$ cat src/rtl/msbd_pkg.sv
// ----------------------------------------------------------------------------
// msbd_pkg
// Shared types, constants and helpers for the mono spectrum bar display.
// ----------------------------------------------------------------------------
package msbd_pkg;

    localparam int BANDS_DEF = 8;
    localparam int ROWS_DEF  = 8;

    localparam int IDX_W   = 3;
    localparam int MAG_W   = 16;
    localparam int LVL_W   = 14;
    localparam int COL_W   = 12;
    localparam int ROW_W   = 3;
    localparam int HUE_W   = 8;
    localparam int BRT_W   = 8;
    localparam int IN_TDATA_W  = 72;
    localparam int OUT_TDATA_W = 24;

    localparam logic [LVL_W-1:0] LVL_RESET    = 14'd300;
    localparam logic [LVL_W-1:0] LVL_TOP_KNEE = 14'd9800;
    localparam logic [LVL_W-1:0] LVL_TOP      = 14'd10000;
    localparam logic [LVL_W-1:0] LVL_UP       = 14'd200;
    localparam logic [LVL_W-1:0] LVL_DOWN     = 14'd100;
    localparam logic [LVL_W-1:0] LVL_LOW_KNEE = 14'd400;
    localparam logic [LVL_W-1:0] LVL_FLOOR    = 14'd300;
    localparam logic [LVL_W-1:0] BAR_CLAMP    = 14'd9000;
    localparam logic [LVL_W-1:0] SEG_SIZE     = 14'd1500;
    localparam logic [BRT_W-1:0] BRT_FULL     = 8'd255;

    // 2^18 / 6, rounded up; exact floor for inputs below 2^17
    localparam logic [15:0] DIV6_RECIP = 16'd43691;

    typedef struct packed {
        logic [IDX_W-1:0] col;
        logic [HUE_W-1:0] hue;
        logic [LVL_W-1:0] bar;
    } t_bar_cmd;

    function automatic logic [BRT_W-1:0] div6(input logic [10:0] x);
        logic [26:0] prod;
        prod = 27'(x) * 27'(DIV6_RECIP);
        return prod[25:18];
    endfunction

    // (colour + 25 * idx) mod 256
    function automatic logic [HUE_W-1:0] hue_of(input logic [HUE_W-1:0] colour,
                                                input logic [IDX_W-1:0] idx);
        logic [HUE_W-1:0] step;
        step = {1'b0, idx, 4'b0} + {2'b0, idx, 3'b0} + {5'b0, idx};
        return colour + step;
    endfunction

    function automatic logic [LVL_W-1:0] level_step(input logic [LVL_W-1:0] lvl,
                                                    input logic [MAG_W-1:0] target);
        logic [LVL_W-1:0] res;
        res = lvl;
        if (target > MAG_W'(lvl)) begin
            res = (lvl < LVL_TOP_KNEE) ? lvl + LVL_UP : LVL_TOP;
        end else if (target < MAG_W'(lvl)) begin
            res = (lvl > LVL_LOW_KNEE) ? lvl - LVL_DOWN : LVL_FLOOR;
        end
        return res;
    endfunction

endpackage

$ cat src/rtl/msbd_level_mem.sv
// ----------------------------------------------------------------------------
// msbd_level_mem
// Per-band level store: synchronous RAM with registered read, valid bits so an
// unwritten band reads as the reset level.
// ----------------------------------------------------------------------------
module msbd_level_mem #(
    parameter int BANDS = msbd_pkg::BANDS_DEF,
    parameter int AW    = (BANDS > 1) ? $clog2(BANDS) : 1
) (
    input  logic                       i_clk,
    input  logic                       i_rst_n,
    input  logic                       i_rd_en,
    input  logic [AW-1:0]              i_rd_addr,
    output logic [msbd_pkg::LVL_W-1:0] o_rd_data,
    input  logic                       i_wr_en,
    input  logic [AW-1:0]              i_wr_addr,
    input  logic [msbd_pkg::LVL_W-1:0] i_wr_data
);

    logic [msbd_pkg::LVL_W-1:0] r_mem [BANDS];
    logic [BANDS-1:0]           r_vld;
    logic [msbd_pkg::LVL_W-1:0] r_q;
    logic                       r_q_vld;

    always_ff @(posedge i_clk) begin
        if (i_wr_en) begin
            r_mem[i_wr_addr] <= i_wr_data;
        end
        if (i_rd_en) begin
            r_q     <= r_mem[i_rd_addr];
            r_q_vld <= r_vld[i_rd_addr];
        end
    end

    always_ff @(posedge i_clk) begin
        if (!i_rst_n) begin
            r_vld <= '0;
        end else if (i_wr_en) begin
            r_vld[i_wr_addr] <= 1'b1;
        end
    end

    assign o_rd_data = r_q_vld ? r_q : msbd_pkg::LVL_RESET;

endmodule

$ cat src/rtl/msbd_bar_seq.sv
// ----------------------------------------------------------------------------
// msbd_bar_seq
// Bar sequencer: walks one bar up from row 0, one LED per cycle while the
// output is not stalled, into a registered output stage.
// ----------------------------------------------------------------------------
module msbd_bar_seq #(
    parameter int ROWS = msbd_pkg::ROWS_DEF
) (
    input  logic                             i_clk,
    input  logic                             i_rst_n,
    input  logic                             i_start,
    input  msbd_pkg::t_bar_cmd               i_cmd,
    output logic                             o_busy,
    output logic                             o_m_tvalid,
    input  logic                             i_m_tready,
    output logic [msbd_pkg::OUT_TDATA_W-1:0] o_m_tdata,
    output logic                             o_m_tlast
);

    localparam logic [4:0] LAST_ROW = 5'(ROWS - 1);

    logic                         r_active;
    logic [msbd_pkg::LVL_W-1:0]   r_rem;
    logic [msbd_pkg::ROW_W-1:0]   r_row;
    logic [msbd_pkg::IDX_W-1:0]   r_col;
    logic [msbd_pkg::HUE_W-1:0]   r_hue;

    logic                         r_tvalid;
    logic [msbd_pkg::IDX_W-1:0]   r_o_col;
    logic [msbd_pkg::ROW_W-1:0]   r_o_row;
    logic [msbd_pkg::HUE_W-1:0]   r_o_hue;
    logic [msbd_pkg::BRT_W-1:0]   r_o_brt;
    logic                         r_o_last;

    logic                         w_load;
    logic                         w_full;
    logic                         w_last;
    logic [msbd_pkg::BRT_W-1:0]   w_brt;

    assign w_load = r_active && (!r_tvalid || i_m_tready);
    assign w_full = r_rem > msbd_pkg::SEG_SIZE;
    // rows past the panel are dropped, so the top visible row closes the bar
    assign w_last = !w_full || ({2'b0, r_row} == LAST_ROW);
    assign w_brt  = w_full ? msbd_pkg::BRT_FULL : msbd_pkg::div6(r_rem[10:0]);

    always_ff @(posedge i_clk) begin
        if (!i_rst_n) begin
            r_active <= 1'b0;
            r_tvalid <= 1'b0;
        end else begin
            if (i_start) begin
                r_active <= 1'b1;
            end else if (w_load && w_last) begin
                r_active <= 1'b0;
            end
            if (w_load) begin
                r_tvalid <= 1'b1;
            end else if (i_m_tready) begin
                r_tvalid <= 1'b0;
            end
        end
    end

    always_ff @(posedge i_clk) begin
        if (i_start) begin
            r_rem <= i_cmd.bar;
            r_row <= '0;
            r_col <= i_cmd.col;
            r_hue <= i_cmd.hue;
        end else if (w_load) begin
            r_rem <= r_rem - msbd_pkg::SEG_SIZE;
            r_row <= r_row + 3'd1;
        end
        if (w_load) begin
            r_o_col  <= r_col;
            r_o_row  <= r_row;
            r_o_hue  <= r_hue;
            r_o_brt  <= w_brt;
            r_o_last <= w_last;
        end
    end

    assign o_busy     = r_active;
    assign o_m_tvalid = r_tvalid;
    assign o_m_tdata  = {2'b00, r_o_brt, r_o_hue, r_o_row, r_o_col};
    assign o_m_tlast  = r_o_last;

endmodule

$ cat src/rtl/mono_spectrum_bar_display_unit.sv
// ----------------------------------------------------------------------------
// mono_spectrum_bar_display_unit
// Spectrum bar display: per-band level tracking and LED bar generation.
// ----------------------------------------------------------------------------
// Input stream carries one band per request: band index, left/right band
// magnitudes and the frame's left/right amplitudes. Output stream carries one
// LED per request (column, row, hue, brightness); tlast marks the top LED of
// a band's bar. Every in-range band yields 1 to 6 LEDs.
// Flow: a request is taken in the idle state; the band level is read from
// the level RAM in that cycle, stepped and written back in the next cycle,
// then the bar sequencer emits one LED per cycle while the receiver does not
// stall. The first LED passes through the CALC state and the sequencer's
// active flag into its output register. A band index at or above BANDS
// only steps the colour level (at index 0) and stays in idle.
// Reset clears the colour level to zero; every band reads 300 until written.
// When the receiver stalls, the last LED is held in the output register and
// the sequencer waits; the next band request is taken only after the current
// bar's final LED has been loaded into the output register.
// ----------------------------------------------------------------------------
module mono_spectrum_bar_display_unit #(
    parameter int BANDS = msbd_pkg::BANDS_DEF,
    parameter int ROWS  = msbd_pkg::ROWS_DEF
) (
    input  logic                             i_clk,
    input  logic                             i_rst_n,
    input  logic                             s_axis_tvalid,
    output logic                             s_axis_tready,
    // band_index, band_left, band_right, amp_left, amp_right, zero pad
    input  logic [msbd_pkg::IN_TDATA_W-1:0]  s_axis_tdata,
    output logic                             m_axis_tvalid,
    input  logic                             m_axis_tready,
    // column, row, hue, brightness, zero pad
    output logic [msbd_pkg::OUT_TDATA_W-1:0] m_axis_tdata,
    output logic                             m_axis_tlast
);

    localparam int AW = (BANDS > 1) ? $clog2(BANDS) : 1;

    localparam logic [1:0] ST_IDLE = 2'd0;
    localparam logic [1:0] ST_CALC = 2'd1;
    localparam logic [1:0] ST_WAIT = 2'd2;

    logic [1:0]                   r_state, n_state;
    logic [msbd_pkg::COL_W-1:0]   r_colour, n_colour;
    logic [msbd_pkg::IDX_W-1:0]   r_idx;
    logic [msbd_pkg::MAG_W-1:0]   r_target;

    logic                         w_accept;
    logic [msbd_pkg::IDX_W-1:0]   w_idx;
    logic [msbd_pkg::MAG_W-1:0]   w_bl, w_br, w_al, w_ar;
    logic [msbd_pkg::MAG_W:0]     w_band_sum, w_amp_sum;
    logic [msbd_pkg::COL_W-1:0]   w_colour_tgt;
    logic                         w_in_range;
    logic [AW+msbd_pkg::IDX_W-1:0] w_idx_ext, w_ridx_ext;
    logic [AW-1:0]                w_rd_addr, w_wr_addr;
    logic [msbd_pkg::LVL_W-1:0]   w_lvl_old, w_lvl_new;
    logic                         w_start;
    msbd_pkg::t_bar_cmd           w_cmd;
    logic                         w_busy;

    assign w_idx = s_axis_tdata[2:0];
    assign w_bl  = s_axis_tdata[18:3];
    assign w_br  = s_axis_tdata[34:19];
    assign w_al  = s_axis_tdata[50:35];
    assign w_ar  = s_axis_tdata[66:51];

    assign s_axis_tready = (r_state == ST_IDLE);
    assign w_accept      = s_axis_tvalid && s_axis_tready;
    assign w_in_range    = {2'b00, w_idx} < 5'(BANDS);

    assign w_band_sum   = {1'b0, w_bl} + {1'b0, w_br};
    assign w_amp_sum    = {1'b0, w_al} + {1'b0, w_ar};
    // mean amplitude >> 4
    assign w_colour_tgt = w_amp_sum[msbd_pkg::MAG_W:5];

    assign w_idx_ext  = {{AW{1'b0}}, w_idx};
    assign w_ridx_ext = {{AW{1'b0}}, r_idx};
    assign w_rd_addr  = w_idx_ext[AW-1:0];
    assign w_wr_addr  = w_ridx_ext[AW-1:0];

    always_comb begin
        n_colour = r_colour;
        if (w_accept && (w_idx == '0)) begin
            if (w_colour_tgt > r_colour) begin
                n_colour = r_colour + 12'd1;
            end else if (w_colour_tgt < r_colour) begin
                n_colour = r_colour - 12'd1;
            end
        end
    end

    always_comb begin
        n_state = r_state;
        unique case (r_state)
            ST_IDLE: begin
                if (w_accept && w_in_range) begin
                    n_state = ST_CALC;
                end
            end
            ST_CALC: n_state = ST_WAIT;
            ST_WAIT: begin
                if (!w_busy) begin
                    n_state = ST_IDLE;
                end
            end
            default: n_state = ST_IDLE;
        endcase
    end

    always_ff @(posedge i_clk) begin
        if (!i_rst_n) begin
            r_state  <= ST_IDLE;
            r_colour <= '0;
        end else begin
            r_state  <= n_state;
            r_colour <= n_colour;
        end
    end

    always_ff @(posedge i_clk) begin
        if (w_accept) begin
            r_idx    <= w_idx;
            r_target <= w_band_sum[msbd_pkg::MAG_W:1];
        end
    end

    assign w_start   = (r_state == ST_CALC);
    assign w_lvl_new = msbd_pkg::level_step(w_lvl_old, r_target);

    assign w_cmd.col = r_idx;
    assign w_cmd.hue = msbd_pkg::hue_of(r_colour[7:0], r_idx);
    assign w_cmd.bar = (w_lvl_new > msbd_pkg::BAR_CLAMP) ? msbd_pkg::BAR_CLAMP : w_lvl_new;

    msbd_level_mem #(
        .BANDS (BANDS),
        .AW    (AW)
    ) u_level_mem (
        .i_clk     (i_clk),
        .i_rst_n   (i_rst_n),
        .i_rd_en   (w_accept && w_in_range),
        .i_rd_addr (w_rd_addr),
        .o_rd_data (w_lvl_old),
        .i_wr_en   (w_start),
        .i_wr_addr (w_wr_addr),
        .i_wr_data (w_lvl_new)
    );

    msbd_bar_seq #(
        .ROWS (ROWS)
    ) u_bar_seq (
        .i_clk      (i_clk),
        .i_rst_n    (i_rst_n),
        .i_start    (w_start),
        .i_cmd      (w_cmd),
        .o_busy     (w_busy),
        .o_m_tvalid (m_axis_tvalid),
        .i_m_tready (m_axis_tready),
        .o_m_tdata  (m_axis_tdata),
        .o_m_tlast  (m_axis_tlast)
    );

endmodule

$ cat config.mk
export PLATFORM = sky130hd
export DESIGN_NAME = mono_spectrum_bar_display_unit
export DESIGN_NICKNAME = d
export VERILOG_FILES = /design/src/rtl/msbd_pkg.sv /design/src/rtl/msbd_level_mem.sv /design/src/rtl/msbd_bar_seq.sv /design/src/rtl/mono_spectrum_bar_display_unit.sv
export SDC_FILE = /design/constraint.sdc
export NUM_CORES = 1
export LEC_CHECK = 0
export ABC_AREA = 1
export ABC_CLOCK_PERIOD_IN_PS = 6200
export BUFFER_PORTS_ARGS = -buffer_cell sky130_fd_sc_hd__buf_2
export CAP_MARGIN = 5
export CORE_ASPECT_RATIO = 1.25
export CORE_MARGIN = 4
export CORE_UTILIZATION = 55
export DETAILED_ROUTE_END_ITERATION = 12
export PLACE_DENSITY = 0.74
export SLEW_MARGIN = 5
export SYNTH_ARGS = -nofsm -noshare
export SYNTH_HDL_FRONTEND = slang
export SYNTH_SLANG_ARGS = --single-unit
$ cat constraint.sdc
create_clock -name i_clk -period 6.2 [get_ports i_clk]
set_input_delay 0.93 -clock i_clk [delete_from_list [all_inputs] [get_ports i_clk]]
set_output_delay 0.93 -clock i_clk [all_outputs]
set_load 0.03 [all_outputs]
==> metrics.md <==
| Metric | Value |
|---|---|
| Crit-path slowest cell | `o31ai_1` |
| Port-buffer cells | `95` |
| Final ANT Viol Nets | `0` |
| Area grow syn2layout | `10.43%` |
| Endpoints failing hold | `0` |
| Routability cong. | `0.9026` |
| Net count, final | `1927` |
| Worst-path clk slew | `0.07 ns` |
| Netlist cell types | `53` |
| Crit-path cells | `ha_1 > fa_1 > fa_1 > inv_1 > fa_1 > inv_1 > fa_1 > ha_1 > nand2_1 > nor4_1 > nand3_1 > o31ai_1 > nand3_1 > nand2_1 > o21ai_0` |
| Mean Syn Cell Area | `9.445 µm²` |
| Row count | `66` |
| CTS Hold Bufs | `0` |
| Worst min path class | `reg2reg` |
| Initial antenna violation count | `0` |
| CTS Sinks | `221` |
| Die footprint | `0.02947 mm²` |
| Async set-reset flop share out of synthesis | `0` |
| Crit path required time | `6.45 ns` |
| Clock Skew | `0.007639 ns` |
| Die width | `154.4 µm` |
| WL per Instance | `16.04 µm` |
| Total gr overflow | `0` |
| Dominant cell type by area after synthesis | `edfxtp_1` |
| Vias | `11194` |
| Max stage delay on crit path | `0.69 ns` |
| Worst Max-Slew Pin Slew | `1.106 ns` |
| Vias in the first global route | `11291` |
| Synth top area cells | `edfxtp_1 (40%), ha_1 (13%), fa_1 (6.0%)` |
| Crit path max-delay family | `adder cells` |
| Power Density | `372.6 mW/mm²` |
| First-pass GRT wire length | `53.10 mm` |
| Ys Warns | `0` |
| Critical Path Fanout Max | `7` |
| Outcome | `completed` |
| Setup Buffers After CTS | `0` |
| Slew headroom | `0.2616` |
| Sum of negative setup slack | `0 ns` |
| Root Buffer | `clkbuf_16` |
| Post-CTS Resized | `0` |
| Largest net degree at the start of global routing | `64` |
| Die span in y | `190.9 µm` |
| CTS max path bufs | `3` |
| Cell area after synthesis | `0.01473 mm²` |
| Crit end category | `register` |
| Placed cell areas | `0.01551 mm²` |
| Routed Wire Length | `32.17 mm` |
| Max Slew Vio Count | `0` |
| Cell repeated most along the worst path | `fa_1` |
| Most frequent cell after synthesis | `nor2_1` |
| MaxCap Viol Count | `0` |
| Num CTS Buffers | `22` |
| 1st-iter DRT viols | `748` |
| Top cells by count, synth | `nor2_1 (226), nand2_1 (209), edfxtp_1 (194), inv_1 (174), ha_1 (158)` |
| Final Util | `0.6212` |
| Initial Utilization | `0.5625` |
| Skew-Pair Late Insertion Delay | `0.50 ns` |
| Fmax | `181.7 MHz` |
| Mapped Cells | `1559` |
| Drt pass-1 iters | `5` |
| CTS tree | `yes` |
| Maximum VDD drop | `0.0006673 V` |
| Drc violations | `0` |
| DP HPWL | `23.32 mm` |
| Cell area after layout | `0.01626 mm²` |
| Final min period | `5.504 ns` |
| Number of H-tree levels | `1` |
| Leak pwr | `7.155 nW` |
| # IOs | `103` |
| Most used DFF post-synth | `edfxtp_1` |
| Unrepaired setup endpoints after global routing | `no` |
| WP data arrival | `5.75 ns` |
| WP buf/inv | `2` |
| Fin crit share | `0.8878` |
| Core area | `0.02618 mm²` |
| Final antenna diode count | `0` |
| Post-synth EDFFs | `194` |
| Fill cells | `2132` |
| GRT Total Usage | `0.2175` |
| Synthesis-stage register bit count | `221` |
| Layout cells sized above 1 | `0.1273` |
| Synth top area share | `0.3956` |
| Crit Path Category | `reg2reg` |
| CP startpoint kind | `register` |
| Seq/Total Area, Yosys | `0.4323` |
| Endpoints failing setup | `0` |
| DR vias/cell | `5.583` |
## power breakdown
part           internal (mW)  leakage [nW]  switching [mW]
Sequential              1.75          2.00          0.0551
Combinational           1.07          4.79            1.82
Clock                  0.809         0.373           0.552
## per-layer routing
| layer | GRT usage | share of wire |
|---|---|---|
| met3 | 0.03080 | 0.053 |
| met2 | 0.4045 | 0.52 |
| met4 | 0.07509 | 0.029 |
| met1 | 0.2561 | 0.40 |
| met5 | 0 | 0 |
## worst paths after layout
kind / startpoint / endpoint / slack [ns] / cells after the start
worst max-delay path: u_bar_seq.r_rem[5] / u_bar_seq.r_o_brt[7] / 0.70 / 15
worst min-delay path: u_bar_seq.r_col[2] / u_bar_seq.r_o_col[2] / 0.42 / 0
worst max register to register: u_bar_seq.r_rem[5] / u_bar_seq.r_o_brt[7] / 0.70 / 15
worst min register to register: u_bar_seq.r_col[2] / u_bar_seq.r_o_col[2] / 0.42 / 0
## flip-flops by register name, indices dropped and copies added, names as in the netlist
name,cells
u_bar_seq.r_hue,8
r_colour,12
u_bar_seq.r_o_col,3
u_bar_seq.o_m_tvalid,1
u_bar_seq.r_o_hue,8
u_level_mem.r_vld,8
u_bar_seq.r_row,3
u_level_mem.r_mem,112
u_bar_seq.r_rem,14
u_bar_seq.r_o_brt,8
u_bar_seq.r_o_row,3
u_bar_seq.r_col,3
u_level_mem.r_q_vld,1
u_level_mem.r_q,14
u_bar_seq.o_m_tlast,1
u_bar_seq.o_busy,1
r_target,16
r_idx,3
r_state,2
## per-stage QoR
step,hold WS [ns],power [mW],std cells,worst slack (ns)
after global routing,0.4344,6.559,2005,0.2463
after detailed placement,0.4074,4.704,1965,0.3912
after floorplan,0.4003,4.025,1560,1.142
final,0.4225,6.060,2005,0.6956
after CTS,0.4192,6.083,2005,0.6947
after global placement,0.4005,4.595,1965,0.5525
## worst reg2reg max path, stage by stage (launching register included)
cell and delay, ns:
edfxtp_1 0.54, ha_1 0.41, fa_1 0.55, fa_1 0.57
inv_1 0.08, fa_1 0.54, inv_1 0.08, fa_1 0.43
ha_1 0.33, nand2_1 0.11, nor4_1 0.43, nand3_1 0.12
o31ai_1 0.69, nand3_1 0.16, nand2_1 0.12, o21ai_0 0.08
## placed cells by master, fill, tap and decap left out, types with 13 or more instances in the layout
master / count
nor2_2: 13
o21ai_0: 126
nand3_1: 40
nand2_1: 209
nand4_1: 16
clkbuf_16: 25
inv_1: 173
edfxtp_1: 194
xnor2_1: 17
ha_1: 158
o22ai_1: 15
a21oi_1: 104
nand2_2: 16
buf_2: 95
nor2_1: 216
xor2_1: 35
dfxtp_1: 27
fa_1: 44
a31oi_1: 22
## layout make-up
class                   instances  area, µm²  share of cell area
clock buffers                  32      681.9             0.04193
clock inverters                 8      71.32            0.004386
inverters                     185      694.4             0.04270
multi-input cells            1119       7510              0.4618
flip-flops and latches        221       6366              0.3915
well taps                     340      425.4             0.02616
repair buffers                100      513.0             0.03155
## cell families (layout without fill, tap and decap cells)
kind of cell	after synthesis	in the layout	share of synthesized area
AND/OR/NAND/NOR	546	546	0.1611
adder cells (fa/ha/maj)	202	202	0.1941
buffers and inverters	220	325	0.05965
other	1	2	0.0002547
XOR/XNOR	52	52	0.03093
flip-flops	221	221	0.4323
AO/OA/AOI/OAI	317	317	0.1217
No activity file was read; power rests on OpenSTA's default activity.
